[config.mk]
export PLATFORM = sky130hd
export DESIGN_NAME = cmos_rtc_register_file
export DESIGN_NICKNAME = d
export VERILOG_FILES = /design/src/design/crf_pkg.sv /design/src/design/crf_store.sv /design/src/design/crf_core.sv /design/src/design/cmos_rtc_register_file.sv
export SDC_FILE = /design/constraint.sdc
export NUM_CORES = 2
export LEC_CHECK = 0
export BUFFER_PORTS_ARGS = -buffer_cell sky130_fd_sc_hd__buf_2
export CAP_MARGIN = 10
export CORE_MARGIN = 3
export CORE_UTILIZATION = 30
export DETAILED_ROUTE_END_ITERATION = 8
export PLACE_DENSITY = 0.56
export SLEW_MARGIN = 20
export SYNTH_ARGS = -nofsm -noshare
export SYNTH_HDL_FRONTEND = slang
export SYNTH_SLANG_ARGS = --single-unit
[constraint.sdc]
create_clock -name i_clk -period 8.1 [get_ports i_clk]
set_clock_uncertainty 0.2 [all_clocks]
set_input_delay 1.62 -clock i_clk [delete_from_list [all_inputs] [get_ports i_clk]]
set_output_delay 1.62 -clock i_clk [all_outputs]
set_load 0.05 [all_outputs]
[src/design/crf_pkg.sv]
// Shared types and constants for the CMOS RTC register file.
package crf_pkg;

    // Store geometry
    localparam int STORE_DEPTH = 128;
    localparam int STORE_AW    = $clog2(STORE_DEPTH);

    // Bus actions
    localparam logic [2:0] ACT_TICK     = 3'd0;
    localparam logic [2:0] ACT_INDEX_WR = 3'd1;
    localparam logic [2:0] ACT_INDEX_RD = 3'd2;
    localparam logic [2:0] ACT_DATA_WR  = 3'd3;
    localparam logic [2:0] ACT_DATA_RD  = 3'd4;

    // Register indexes
    localparam logic [6:0] REG_SECOND   = 7'h00;
    localparam logic [6:0] REG_MINUTE   = 7'h02;
    localparam logic [6:0] REG_HOUR     = 7'h04;
    localparam logic [6:0] REG_WEEKDAY  = 7'h06;
    localparam logic [6:0] REG_MONTHDAY = 7'h07;
    localparam logic [6:0] REG_MONTH    = 7'h08;
    localparam logic [6:0] REG_YEAR     = 7'h09;
    localparam logic [6:0] REG_STATUS_A = 7'h0A;
    localparam logic [6:0] REG_STATUS_B = 7'h0B;
    localparam logic [6:0] REG_STATUS_C = 7'h0C;
    localparam logic [6:0] REG_STATUS_D = 7'h0D;
    localparam logic [6:0] REG_DIAG     = 7'h0E;
    localparam logic [6:0] REG_CENTURY  = 7'h32;

    // Reset contents of the status registers
    localparam logic [7:0] STATUS_A_RESET = 8'h26;
    localparam logic [7:0] STATUS_D_RESET = 8'h80;

    // Periodic flag / enable bit position in status B and C
    localparam int PERIODIC_POS = 6;

    // Reciprocal of 100 for the year split: q = (year * YEAR_RECIP) >> YEAR_SHIFT
    localparam int YEAR_RECIP = 5243;
    localparam int YEAR_SHIFT = 19;

    typedef struct packed {
        logic [2:0]  action;
        logic [7:0]  write_data;
        logic [5:0]  now_second;
        logic [5:0]  now_minute;
        logic [4:0]  now_hour;
        logic [2:0]  now_weekday;
        logic [4:0]  now_monthday;
        logic [3:0]  now_month;
        logic [13:0] now_year;
    } t_in_item;

    typedef struct packed {
        logic [7:0] read_data;
        logic       irq_pulse;
    } t_out_item;

    // Item held in the input register, with the year already split by 100
    typedef struct packed {
        t_in_item   item;
        logic [7:0] year_hi;
    } t_stage;

    // Store write request from the core
    typedef struct packed {
        logic                en;
        logic [STORE_AW-1:0] addr;
        logic [7:0]          data;
    } t_store_wr;

    // Index to store slot, aliasing beyond the store depth
    function automatic logic [STORE_AW-1:0] slot_of(input logic [6:0] idx);
        logic [7:0] ext;
        ext = {1'b0, idx};
        if (ext >= 8'(STORE_DEPTH)) begin
            ext = ext - 8'(STORE_DEPTH);
        end
        return ext[STORE_AW-1:0];
    endfunction

endpackage

[src/design/crf_store.sv]
// Byte store with per-entry valid bits, registered read and write bypass.
module crf_store (
    input  logic                         i_clk,
    input  logic                         i_rst_n,
    input  logic                         i_rd_en,
    input  logic [crf_pkg::STORE_AW-1:0] i_rd_addr,
    input  crf_pkg::t_store_wr           i_wr,
    output logic [7:0]                   o_rd_data
);
    import crf_pkg::*;

    logic [7:0]          r_mem [STORE_DEPTH];
    logic [STORE_DEPTH-1:0] r_valid;
    logic [7:0]          r_rd_data;
    logic [7:0]          r_byp_data;
    logic                r_byp;
    logic                r_rd_vld;
    logic [7:0]          r_rd_reset;
    logic                same_addr;

    // Value an entry holds after reset until written
    function automatic logic [7:0] reset_val(input logic [STORE_AW-1:0] a);
        logic [6:0] a7;
        a7 = 7'(a);
        if (a7 == REG_STATUS_A) return STATUS_A_RESET;
        if (a7 == REG_STATUS_D || a7 == REG_DIAG) return STATUS_D_RESET;
        return 8'h00;
    endfunction

    assign same_addr = i_wr.en && (i_wr.addr == i_rd_addr);

    // Memory array
    always_ff @(posedge i_clk) begin
        if (i_wr.en) begin
            r_mem[i_wr.addr] <= i_wr.data;
        end
        if (i_rd_en) begin
            r_rd_data  <= r_mem[i_rd_addr];
            r_byp_data <= i_wr.data;
            r_rd_reset <= reset_val(i_rd_addr);
        end
    end

    // Valid bits and read-side flags
    always_ff @(posedge i_clk) begin
        if (!i_rst_n) begin
            r_valid  <= '0;
            r_byp    <= 1'b0;
            r_rd_vld <= 1'b0;
        end else begin
            if (i_wr.en) begin
                r_valid[i_wr.addr] <= 1'b1;
            end
            if (i_rd_en) begin
                r_byp    <= same_addr;
                r_rd_vld <= r_valid[i_rd_addr] || same_addr;
            end
        end
    end

    assign o_rd_data = !r_rd_vld ? r_rd_reset : (r_byp ? r_byp_data : r_rd_data);

    // A written entry reads back valid afterwards
    a_wr_sets_valid: assert property (@(posedge i_clk) disable iff (!i_rst_n)
        i_wr.en |=> r_valid[$past(i_wr.addr)])
        else $error("store entry not marked valid after write");

    // A bypassed read always counts as valid
    a_byp_valid: assert property (@(posedge i_clk) disable iff (!i_rst_n)
        r_byp |-> r_rd_vld)
        else $error("bypass without valid read");

    // Read with same-address write selects the bypass path
    a_byp_taken: assert property (@(posedge i_clk) disable iff (!i_rst_n)
        i_rd_en && same_addr |=> r_byp && o_rd_data == $past(i_wr.data))
        else $error("write bypass missed");

endmodule

[src/design/crf_core.sv]
// Item processing: RTC registers, periodic timer and result formation.
module crf_core (
    input  logic                         i_clk,
    input  logic                         i_rst_n,
    input  logic                         i_fire,
    input  crf_pkg::t_stage              i_stage,
    input  logic [7:0]                   i_store_data,
    output crf_pkg::t_store_wr           o_store_wr,
    output logic [crf_pkg::STORE_AW-1:0] o_rd_addr,
    output crf_pkg::t_out_item           o_result
);
    import crf_pkg::*;

    logic [6:0]  r_sel, n_sel;
    logic        r_nmi, n_nmi;
    logic [15:0] r_cd, n_cd;
    logic        r_armed, n_armed;
    logic [15:0] r_interval, n_interval;
    logic [7:0]  r_stat_a, n_stat_a;
    logic [7:0]  r_stat_b, n_stat_b;
    logic [7:0]  r_stat_c, n_stat_c;

    t_in_item            it;
    logic [STORE_AW-1:0] cur_slot;
    logic [6:0]          slot7;
    logic [7:0]          stored;
    logic [13:0]         year_lo;
    logic                do_retime;
    logic [15:0]         new_iv;
    logic [7:0]          rd;
    logic                irq;

    // Binary to BCD of the value modulo 100
    function automatic logic [7:0] to_bcd(input logic [7:0] v);
        logic [7:0]  w;
        logic [15:0] t;
        logic [3:0]  tens;
        logic [7:0]  ones;
        w = v;
        if (w >= 8'd200) begin
            w = w - 8'd200;
        end else if (w >= 8'd100) begin
            w = w - 8'd100;
        end
        t    = 16'(w) * 16'd205;
        tens = t[14:11];
        ones = w - 8'(tens) * 8'd10;
        return {tens, ones[3:0]};
    endfunction

    assign it       = i_stage.item;
    assign cur_slot = slot_of(r_sel);
    assign slot7    = 7'(cur_slot);
    assign year_lo  = it.now_year - 14'(i_stage.year_hi) * 14'd100;

    // Current contents of the selected slot; status registers live in flops
    always_comb begin
        if (slot7 == REG_STATUS_A) begin
            stored = r_stat_a;
        end else if (slot7 == REG_STATUS_B) begin
            stored = r_stat_b;
        end else if (slot7 == REG_STATUS_C) begin
            stored = r_stat_c;
        end else begin
            stored = i_store_data;
        end
    end

    // Action decode and register updates
    always_comb begin
        n_sel      = r_sel;
        n_nmi      = r_nmi;
        n_cd       = r_cd;
        n_armed    = r_armed;
        n_interval = r_interval;
        n_stat_a   = r_stat_a;
        n_stat_b   = r_stat_b;
        n_stat_c   = r_stat_c;
        do_retime  = 1'b0;
        rd         = 8'h00;
        irq        = 1'b0;
        o_store_wr = '{en: 1'b0, addr: cur_slot, data: it.write_data};

        unique case (it.action)
            ACT_TICK: begin
                if (r_armed) begin
                    if (r_cd > 16'd1) begin
                        n_cd = r_cd - 16'd1;
                    end else begin
                        n_cd    = 16'd0;
                        irq     = r_stat_b[PERIODIC_POS] && !r_stat_c[PERIODIC_POS];
                        n_stat_c[PERIODIC_POS] = 1'b1;
                        n_armed = 1'b0;
                    end
                end
            end
            ACT_INDEX_WR: begin
                n_nmi = it.write_data[7];
                n_sel = it.write_data[6:0];
            end
            ACT_INDEX_RD: begin
                rd = {r_nmi, r_sel};
            end
            ACT_DATA_WR: begin
                o_store_wr.en = 1'b1;
                if (slot7 == REG_STATUS_A) n_stat_a = it.write_data;
                if (slot7 == REG_STATUS_B) n_stat_b = it.write_data;
                if (slot7 == REG_STATUS_C) n_stat_c = it.write_data;
                do_retime = (r_sel == REG_STATUS_A);
            end
            ACT_DATA_RD: begin
                unique case (r_sel)
                    REG_SECOND:   rd = to_bcd(8'(it.now_second));
                    REG_MINUTE:   rd = to_bcd(8'(it.now_minute));
                    REG_HOUR:     rd = to_bcd(8'(it.now_hour));
                    REG_WEEKDAY:  rd = to_bcd(8'(it.now_weekday) + 8'd1);
                    REG_MONTHDAY: rd = to_bcd(8'(it.now_monthday));
                    REG_MONTH:    rd = to_bcd(8'(it.now_month));
                    REG_YEAR:     rd = to_bcd(year_lo[7:0]);
                    REG_CENTURY:  rd = to_bcd(i_stage.year_hi);
                    REG_STATUS_A: begin
                        n_stat_a = r_stat_a ^ 8'h80;
                        rd       = n_stat_a;
                    end
                    REG_STATUS_C: begin
                        rd        = r_stat_c;
                        n_stat_c[PERIODIC_POS] = 1'b0;
                        do_retime = 1'b1;
                    end
                    default:      rd = stored;
                endcase
            end
            default: ;
        endcase

        // Periodic interval from status A: 1 << rate select, except the
        // slowest base at the top select, which runs every tick
        if (n_stat_a[5:4] == 2'd3 && n_stat_a[3:0] == 4'd15) begin
            new_iv = 16'd1;
        end else begin
            new_iv = 16'd1 << n_stat_a[3:0];
        end

        // Re-time the periodic timer
        if (do_retime) begin
            if (!n_stat_c[PERIODIC_POS]) begin
                if (!r_armed || r_interval != new_iv) begin
                    n_armed    = 1'b1;
                    n_interval = new_iv;
                    n_cd       = new_iv;
                end
            end else begin
                n_armed = 1'b0;
            end
        end

        o_store_wr.en = o_store_wr.en && i_fire;
    end

    assign o_result  = '{read_data: rd, irq_pulse: irq};
    assign o_rd_addr = slot_of(i_fire ? n_sel : r_sel);

    // State registers
    always_ff @(posedge i_clk) begin
        if (!i_rst_n) begin
            r_sel      <= 7'd0;
            r_nmi      <= 1'b0;
            r_cd       <= 16'd64;
            r_armed    <= 1'b1;
            r_interval <= 16'd64;
            r_stat_a   <= STATUS_A_RESET;
            r_stat_b   <= 8'h00;
            r_stat_c   <= 8'h00;
        end else if (i_fire) begin
            r_sel      <= n_sel;
            r_nmi      <= n_nmi;
            r_cd       <= n_cd;
            r_armed    <= n_armed;
            r_interval <= n_interval;
            r_stat_a   <= n_stat_a;
            r_stat_b   <= n_stat_b;
            r_stat_c   <= n_stat_c;
        end
    end

    // An armed timer never sits at zero
    a_armed_nonzero: assert property (@(posedge i_clk) disable iff (!i_rst_n)
        r_armed |-> r_cd != 16'd0)
        else $error("armed timer with zero count");

    // The interrupt only comes from a tick, with no read data
    a_irq_tick: assert property (@(posedge i_clk) disable iff (!i_rst_n)
        i_fire && o_result.irq_pulse |-> it.action == ACT_TICK && rd == 8'h00)
        else $error("interrupt outside a tick");

    // Expiry sets the periodic flag and disarms the timer
    a_expiry: assert property (@(posedge i_clk) disable iff (!i_rst_n)
        i_fire && it.action == ACT_TICK && r_armed && r_cd <= 16'd1
        |=> !r_armed && r_stat_c[PERIODIC_POS])
        else $error("timer expiry not recorded");

endmodule

[src/design/cmos_rtc_register_file.sv]
// Top level of the CMOS RTC register file: handshakes, input and result registers.
//
// Usage:
//   Input channel (i_valid / o_ready / i_item) carries one bus action or one
//   clock tick per item. Output channel (o_valid / i_ready / o_item) returns
//   exactly one result per item: read data for index readback and data reads,
//   an interrupt pulse flag for ticks, zeros otherwise.
//   An item is held in an input register, processed by one pass of logic, and
//   lands in the result register, which drives o_valid. Throughput is one item
//   per cycle while the receiver takes results; the store is read on the accept
//   edge and written when the item completes, with a bypass for a write and
//   read of the same entry in adjacent items.
//   Reset (synchronous, active low) empties both registers and restores the
//   RTC state: index 0, status A = 0x26, status D and diagnostic = 0x80,
//   other entries zero, periodic timer armed with 64 ticks. Valid bits take
//   the store to its reset contents at once, with no clearing pass.
//   When the receiver stalls, the result register holds its item and one
//   more item may sit in the input register; o_ready then drops until the
//   result is taken.
module cmos_rtc_register_file (
    input  logic               i_clk,
    input  logic               i_rst_n,
    input  logic               i_valid,
    output logic               o_ready,
    input  crf_pkg::t_in_item  i_item,
    output logic               o_valid,
    input  logic               i_ready,
    output crf_pkg::t_out_item o_item
);
    import crf_pkg::*;

    t_stage    r_stage;
    logic      r_in_valid;
    t_out_item r_out;
    logic      r_out_valid;

    logic                accept;
    logic                fire;
    logic [26:0]         year_prod;
    t_store_wr           store_wr;
    logic [STORE_AW-1:0] rd_addr;
    logic [7:0]          store_data;
    t_out_item           result;

    // Handshake control
    assign fire    = r_in_valid && (!r_out_valid || i_ready);
    assign o_ready = !r_in_valid || fire;
    assign accept  = i_valid && o_ready;

    // Year split by 100 ahead of the input register
    assign year_prod = 27'(i_item.now_year) * 27'(YEAR_RECIP);

    // Input register
    always_ff @(posedge i_clk) begin
        if (accept) begin
            r_stage.item    <= i_item;
            r_stage.year_hi <= year_prod[YEAR_SHIFT+7:YEAR_SHIFT];
        end
    end

    always_ff @(posedge i_clk) begin
        if (!i_rst_n) begin
            r_in_valid <= 1'b0;
        end else if (accept) begin
            r_in_valid <= 1'b1;
        end else if (fire) begin
            r_in_valid <= 1'b0;
        end
    end

    crf_store u_store (
        .i_clk     (i_clk),
        .i_rst_n   (i_rst_n),
        .i_rd_en   (accept),
        .i_rd_addr (rd_addr),
        .i_wr      (store_wr),
        .o_rd_data (store_data)
    );

    crf_core u_core (
        .i_clk        (i_clk),
        .i_rst_n      (i_rst_n),
        .i_fire       (fire),
        .i_stage      (r_stage),
        .i_store_data (store_data),
        .o_store_wr   (store_wr),
        .o_rd_addr    (rd_addr),
        .o_result     (result)
    );

    // Result register
    always_ff @(posedge i_clk) begin
        if (fire) begin
            r_out <= result;
        end
    end

    always_ff @(posedge i_clk) begin
        if (!i_rst_n) begin
            r_out_valid <= 1'b0;
        end else if (fire) begin
            r_out_valid <= 1'b1;
        end else if (i_ready) begin
            r_out_valid <= 1'b0;
        end
    end

    assign o_valid = r_out_valid;
    assign o_item  = r_out;

    // A completed item always shows up in the result register
    a_fire_out: assert property (@(posedge i_clk) disable iff (!i_rst_n)
        fire |=> r_out_valid)
        else $error("completed item lost");

    // Full pipe with a stalled receiver takes nothing new
    a_full_stall: assert property (@(posedge i_clk) disable iff (!i_rst_n)
        r_in_valid && r_out_valid && !i_ready |-> !o_ready)
        else $error("input taken while both registers full");

    // An empty input register never completes an item
    a_no_phantom: assert property (@(posedge i_clk) disable iff (!i_rst_n)
        !r_in_valid |-> !fire)
        else $error("item completed from empty stage");

endmodule

# Word level (Yosys, flattened, before mapping)
# Memories as Yosys holds them, arrays and structs flattened. A register that Yosys moved wholly into a read port is not among the register bits.
# Index checks and enable logic that the tools add are counted.
[word_totals]
memories = 1
wordCells = 196
ram_bits = 1024
latch_bits = 0
reg_bits = 278
mem_bits_ro = 0
inputBits = 58
output_inout_bits = 11
[mem_list]
columns = ["name", "words", "width", "read_ports", "rd_clocked_by_memory_dff", "write_ports", "line", "source"]
rows = [
  ["u_store.r_mem", 128, 8, 1, 1, 1, "crf_store.sv:12", "logic [7:0] r_mem [STORE_DEPTH];"],
]
[classes]
bitwise = 6
muxes = 62
multipliers = 18
n_eq_ne = 23
n_shift = 1
div_mod_pow = 0
n_lt_le_gt_ge = 10
n_reduce_logical = 28
add_sub_neg = 17
[op_table]
columns = ["operator", "count"]
rows = [
  ["2-to-1 mux 8 bit", 21],
  ["OR 128 bit", 1],
  ["2-to-1 mux 16 bit", 7],
  ["case mux 8 bit (10 select lines)", 1],
  ["equality test 7 x 4 -> 1 bit (second input constant)", 8],
  ["multiplier 8 x 8 -> 15 bit (second input constant)", 3],
  ["case mux 8 bit (2 select lines)", 2],
  ["subtractor 4 bit", 8],
  ["multiplier 6 x 8 -> 14 bit (second input constant)", 2],
  ["multiplier 14 x 13 -> 27 bit (second input constant)", 1],
  ["multiplier 5 x 8 -> 13 bit (second input constant)", 2],
  ["greater-or-equal comparator 8 x 7 -> 1 bit (second input constant)", 3],
  ["greater-or-equal comparator 8 bit (second input constant)", 3],
  ["2-to-1 mux 1 bit", 24],
  ["subtractor 8 x 7 -> 8 bit (second input constant)", 3],
  ["subtractor 8 bit (second input constant)", 3],
  ["equality test 7 x 3 -> 1 bit (second input constant)", 3],
  ["2-to-1 mux 7 bit", 3],
  ["> comparator 16 x 1 -> 1 bit (second input constant)", 1],
  ["< comparator 7 x 8 -> 1 bit (second input constant)", 2],
  ["inequality test 16 bit", 1],
  ["<< shifter 1 x 4 -> 16 bit (first input constant)", 1],
  ["subtractor 16 x 1 -> 16 bit (second input constant)", 1],
  ["multiplier 4 x 3 -> 3 bit (second input constant)", 3],
  ["32 further kinds", 58],
]

# Logic depth before layout (Yosys ltp)
[depth]
depth_word = 12
ltp_mapped = 36
ltp_nobuf = 36

# By module
# From an unflattened synthesis, not the netlist that was laid out.
[hier_totals]
cells_unflattened = 3922
area_unflattened_um2 = 61904.4
[by_module_without_submodules]
columns = ["module", "area_per_inst_um2", "n_inst", "seq_area_each_um2", "cells_each"]
rows = [
  ["crf_store", 45084.5, 1, 33892.5, 2119],
  ["crf_core", 11287.1, 1, 1301.2, 1389],
  ["cmos_rtc_register_file", 5532.8, 1, 2172.1, 414],
]

# Worst setup path before layout
# No wires, ideal clock.
[synth_timing]
kind = "register to register"
start = "register r_stage[1] (netlist name)"
end = "register r_out, in the netlist o_item[3], data pin"
t_arrival_ps = 7873
period_less_slack_ps = 8340
path_buffers = 0
path_slack_ps = -240
required_ps = 7633
path_stages_with_launch = 35
path_cell_list = "edfxtp_1 -> inv_1 -> ha_1 -> ha_1 -> ha_1 -> inv_1 -> ha_1 -> o21a_1 -> or3_1 -> and2_1 -> or2_2 -> o211a_1 -> a21oi_1 -> xnor2_1 -> ha_1 -> inv_1 -> fa_1 -> inv_1 -> fa_1 -> inv_1 -> fa_1 -> inv_1 -> ha_1 -> a21o_1 -> a21o_1 -> a2111oi_0 -> a21oi_1 -> xnor2_1 -> ha_1 -> fa_1 -> o22ai_1 -> a221oi_1 -> o21ai_0 -> a2111oi_0 -> o21ai_0"
[synth_rtl]
columns = ["item", "line", "source"]
rows = [
  ["from (decl)", "cmos_rtc_register_file.sv:32", "t_stage r_stage;"],
  ["to (signal assigned)", "cmos_rtc_register_file.sv:94", "r_out <= result;"],
  ["to (decl)", "cmos_rtc_register_file.sv:34", "t_out_item r_out;"],
]

==> results.json <==
{
  "outcome": "finished clean",
  "async_flop_share_pct": 0,
  "fin_hold_ws_ns": 0.2554,
  "drc": 0,
  "startpoint_type": "register",
  "period_share_pct": 98.99,
  "grt_pass1_vias": 37671,
  "wl_per_cell_um": 22.19,
  "num_rows": 165,
  "maxClockFrequency_ghz": 0.1247,
  "ys_types": 93,
  "critPathKind": "register to register",
  "htreeDepth": 4,
  "power_frac_seq_pct": 21.6,
  "area_delta_synth_final_pct": 14.32,
  "required_ns": 8.41,
  "grt_max_degree": 108,
  "io_buffers": 68,
  "fin_util_pct": 34.64,
  "synth_edf_count": 1107,
  "critPathMaxStageDelay_ns": 0.52,
  "power.switching_w": 0.01343,
  "clk_latency_ns": 0.79,
  "core_area_sq_um": 203100,
  "maxCapViolations": 0,
  "routed_wl_mm": 161.7,
  "peakVddDrop_v": 0.002638,
  "drv_slew": 0,
  "crit_fanout": 3,
  "initial_core_util_pct": 30.30,
  "numClockSinks": 1304,
  "cpMaxStageDelayCell": "fa_1",
  "relSlewSlack_pct": 25.42,
  "synth_cells": 4376,
  "dp_hpwl_mm": 102.7,
  "final_common_cell": "edfxtp_1",
  "grt_setup_unrepaired": "yes",
  "setup_viol": 0,
  "combPwrFrac_pct": 60.2,
  "power_frac_clock_pct": 18.2,
  "ys_seq_elements": 1304,
  "hp-class": "register to register",
  "dieWidth_um": 459.0,
  "power.total_w": 0.03425,
  "tns_ns": 0,
  "critPathMostFrequentCell": "fa_1",
  "grt-ovfl-total": 0,
  "drt_iter0_drc": 3163,
  "rr_worst_depth": 35,
  "p_leak_nw": 24.81,
  "critPathCaptureType": "register",
  "ys_warn_count": 0,
  "grt_pass1_wl_mm": 245.0,
  "design.die.area_sq_um": 210600,
  "clockBufferDepth": 3,
  "syn_area_per_cell_sq_um": 14.07,
  "final_cell_mix": "1107 x edfxtp_1, 484 x nor2_1, 449 x nand2_1",
  "p_sw_share_pct": 39.23,
  "synth_ff_type": "edfxtp_1",
  "grtUsageTotal_pct": 15.24,
  "cts_buffers": 136,
  "nets": 5001,
  "postRouteAntennaNets": 0,
  "cellPowerDensity_nw_per_um2": 486.7,
  "hold_viol": 0,
  "syn_area_sq_um": 61550,
  "drive_above_1_share_pct": 16.30,
  "hold_depth": 2,
  "num_vias": 36959,
  "path_clk_slew_ns": 0.06,
  "syn-num-nets": 4878,
  "cts_tree": "yes",
  "ios": 69,
  "place_congestion": 0.8488,
  "antenna_found_initial": 3,
  "tightest_slew_ns": 1.115,
  "seq_area_frac_synth_pct": 60.41,
  "clock-root-buffer": "clkbuf_16",
  "die_y_um": 459.0,
  "fin_crit_ns": 8.018,
  "power.internal_w": 0.02081,
  "via_per_inst": 5.072,
  "first_pass_iters": 6,
  "crit_arrival_ns": 8.33
}
==> logic make-up (layout without fill, tap and decap cells) <==
logic type | after synthesis | after routing | share of synthesized area, %
compound gates | 437 | 437 | 5.102
xor+xnor | 79 | 79 | 1.146
fa+ha+maj | 444 | 444 | 10.34
buf+inv | 501 | 738 | 3.167
flops | 1304 | 1304 | 60.41
mux | 309 | 309 | 10.51
other cells | 1 | 3 | 0.006092
simple gates | 1301 | 1301 | 9.318
==> synth_stat cells, types with 6 or more instances <==
cell type	n	area share [%]
edfxtp_1	1107	54
nor2_1	489	3.0
nand2_1	450	2.7
ha_1	336	6.8
inv_1	289	1.8
mux4_2	269	9.8
dfxtp_1	197	6.4
clkbuf_1	141	0.86
fa_1	108	3.5
nand3_1	106	0.86
a21oi_1	90	0.73
a311oi_1	68	0.97
xnor2_1	63	0.90
o21ai_0	62	0.50
and3_1	61	0.62
nor3_1	38	0.31
buf_2	37	0.30
mux2i_1	34	0.55
a211oi_1	26	0.32
buf_1	26	0.16
a31oi_1	22	0.22
nand4_1	19	0.19
nor4_1	19	0.19
or3_1	19	0.19
nand2b_1	17	0.17
o31ai_1	17	0.21
a21o_1	15	0.18
xor2_1	15	0.21
nor2b_1	14	0.14
o211ai_1	14	0.17
o311ai_0	14	0.20
and2_1	13	0.13
nor3b_1	11	0.13
a22oi_1	10	0.12
a311o_1	10	0.16
or2_2	10	0.10
a221oi_1	7	0.10
o2111ai_1	7	0.10
o21a_1	7	0.085
o22ai_1	7	0.071
a2111oi_0	6	0.085
a32oi_1	6	0.085
mux2_2	6	0.11
nand3b_1	6	0.073
==> routing by layer <==
metal / track usage [%] / share of wire, % / vias to the layer above / routed length, um
li1: - / - / 16581 / -
met1: 20.71 / 43 / 18971 / 69700
met2: 25.18 / 48 / 1167 / 78280
met3: 2.369 / 5.8 / 240 / 9389
met4: 4.529 / 2.7 / 0 / 4356
met5: 0 / 0 / - / 0
==> final timing paths <==
path | startpoint | endpoint | slack [ns]
hold reg to reg | u_core.r_stat_a[6] | u_core.r_stat_a[6] | 0.26
setup / recovery | r_stage[0] | o_item[3] | 0.08
setup reg to reg | r_stage[0] | o_item[3] | 0.08
hold / removal | u_core.r_stat_a[6] | u_core.r_stat_a[6] | 0.26
==> power by group through the flow <==
stage               clock [W]  combinational, W  sequential [W]
floorplan                   0            0.0117         0.00759
global route          0.00662            0.0232         0.00741
finish                0.00622            0.0206         0.00740
global placement            0            0.0165         0.00755
CTS                   0.00636            0.0186         0.00740
detailed placement          0            0.0166         0.00754
==> what timing repair did <==
| item | 4_1_cts | 5_1_grt |
|---|---|---|
| gates resized for setup | 30 | 28 |
| hold buffers | 0 | 0 |
| buffers inserted | 12 | 3 |
| endpoints found under the hold margin | 0 | 0 |
| pin swaps | 27 | 16 |
| setup endpoints to repair | 1 | 3 |
==> worst max-delay path: cells and delay by family, from the launching register on <==
| kind | cells | cell delay [ns] |
|---|---|---|
| DFF | 1 | 0.41 |
| buffers and inverters | 7 | 0.55 |
| AOI/OAI and AO/OA | 11 | 1.68 |
| xor gates and xnor gates | 2 | 0.26 |
| adders and majority gates | 9 | 3.25 |
| and+or+nand+nor | 6 | 1.35 |
==> metrics by stage <==
stage,worst slack (ns),instance area [sq um],cells
4_1_cts,-0.05778,70180,7282
6_report,0.08183,70370,7287
5_1_grt,-0.2611,70360,7286
2_1_floorplan,0.04720,61560,4376
3_3_place_gp,-0.07222,65490,7018
3_5_place_dp,-0.2280,65490,7018
==> flip-flops by register name, summed over array words and instances (netlist names), 2 cells and up <==
name and cells:
o_item 9, r_stage 56, u_core.cur_slot 7, u_core.r_cd 16, u_core.r_interval 16, u_core.r_stat_a 8, u_core.r_stat_b 8, u_core.r_stat_c 8
u_store.r_byp_data 8, u_store.r_mem 1024, u_store.r_rd_data 8, u_store.r_rd_reset 2, u_store.r_valid 128
==> final cells by class <==
type	instances	area, sq um
timing repair buffer	194	1444
tap	2672	3343
sequential	1304	37190
fill	19576	132800
clock buffer	197	3775
antenna	2	5.005
inverter	292	1101
clock inverter	55	681.9
multi-input combinational	2571	22830
Power figures use the tool's default switching activity.
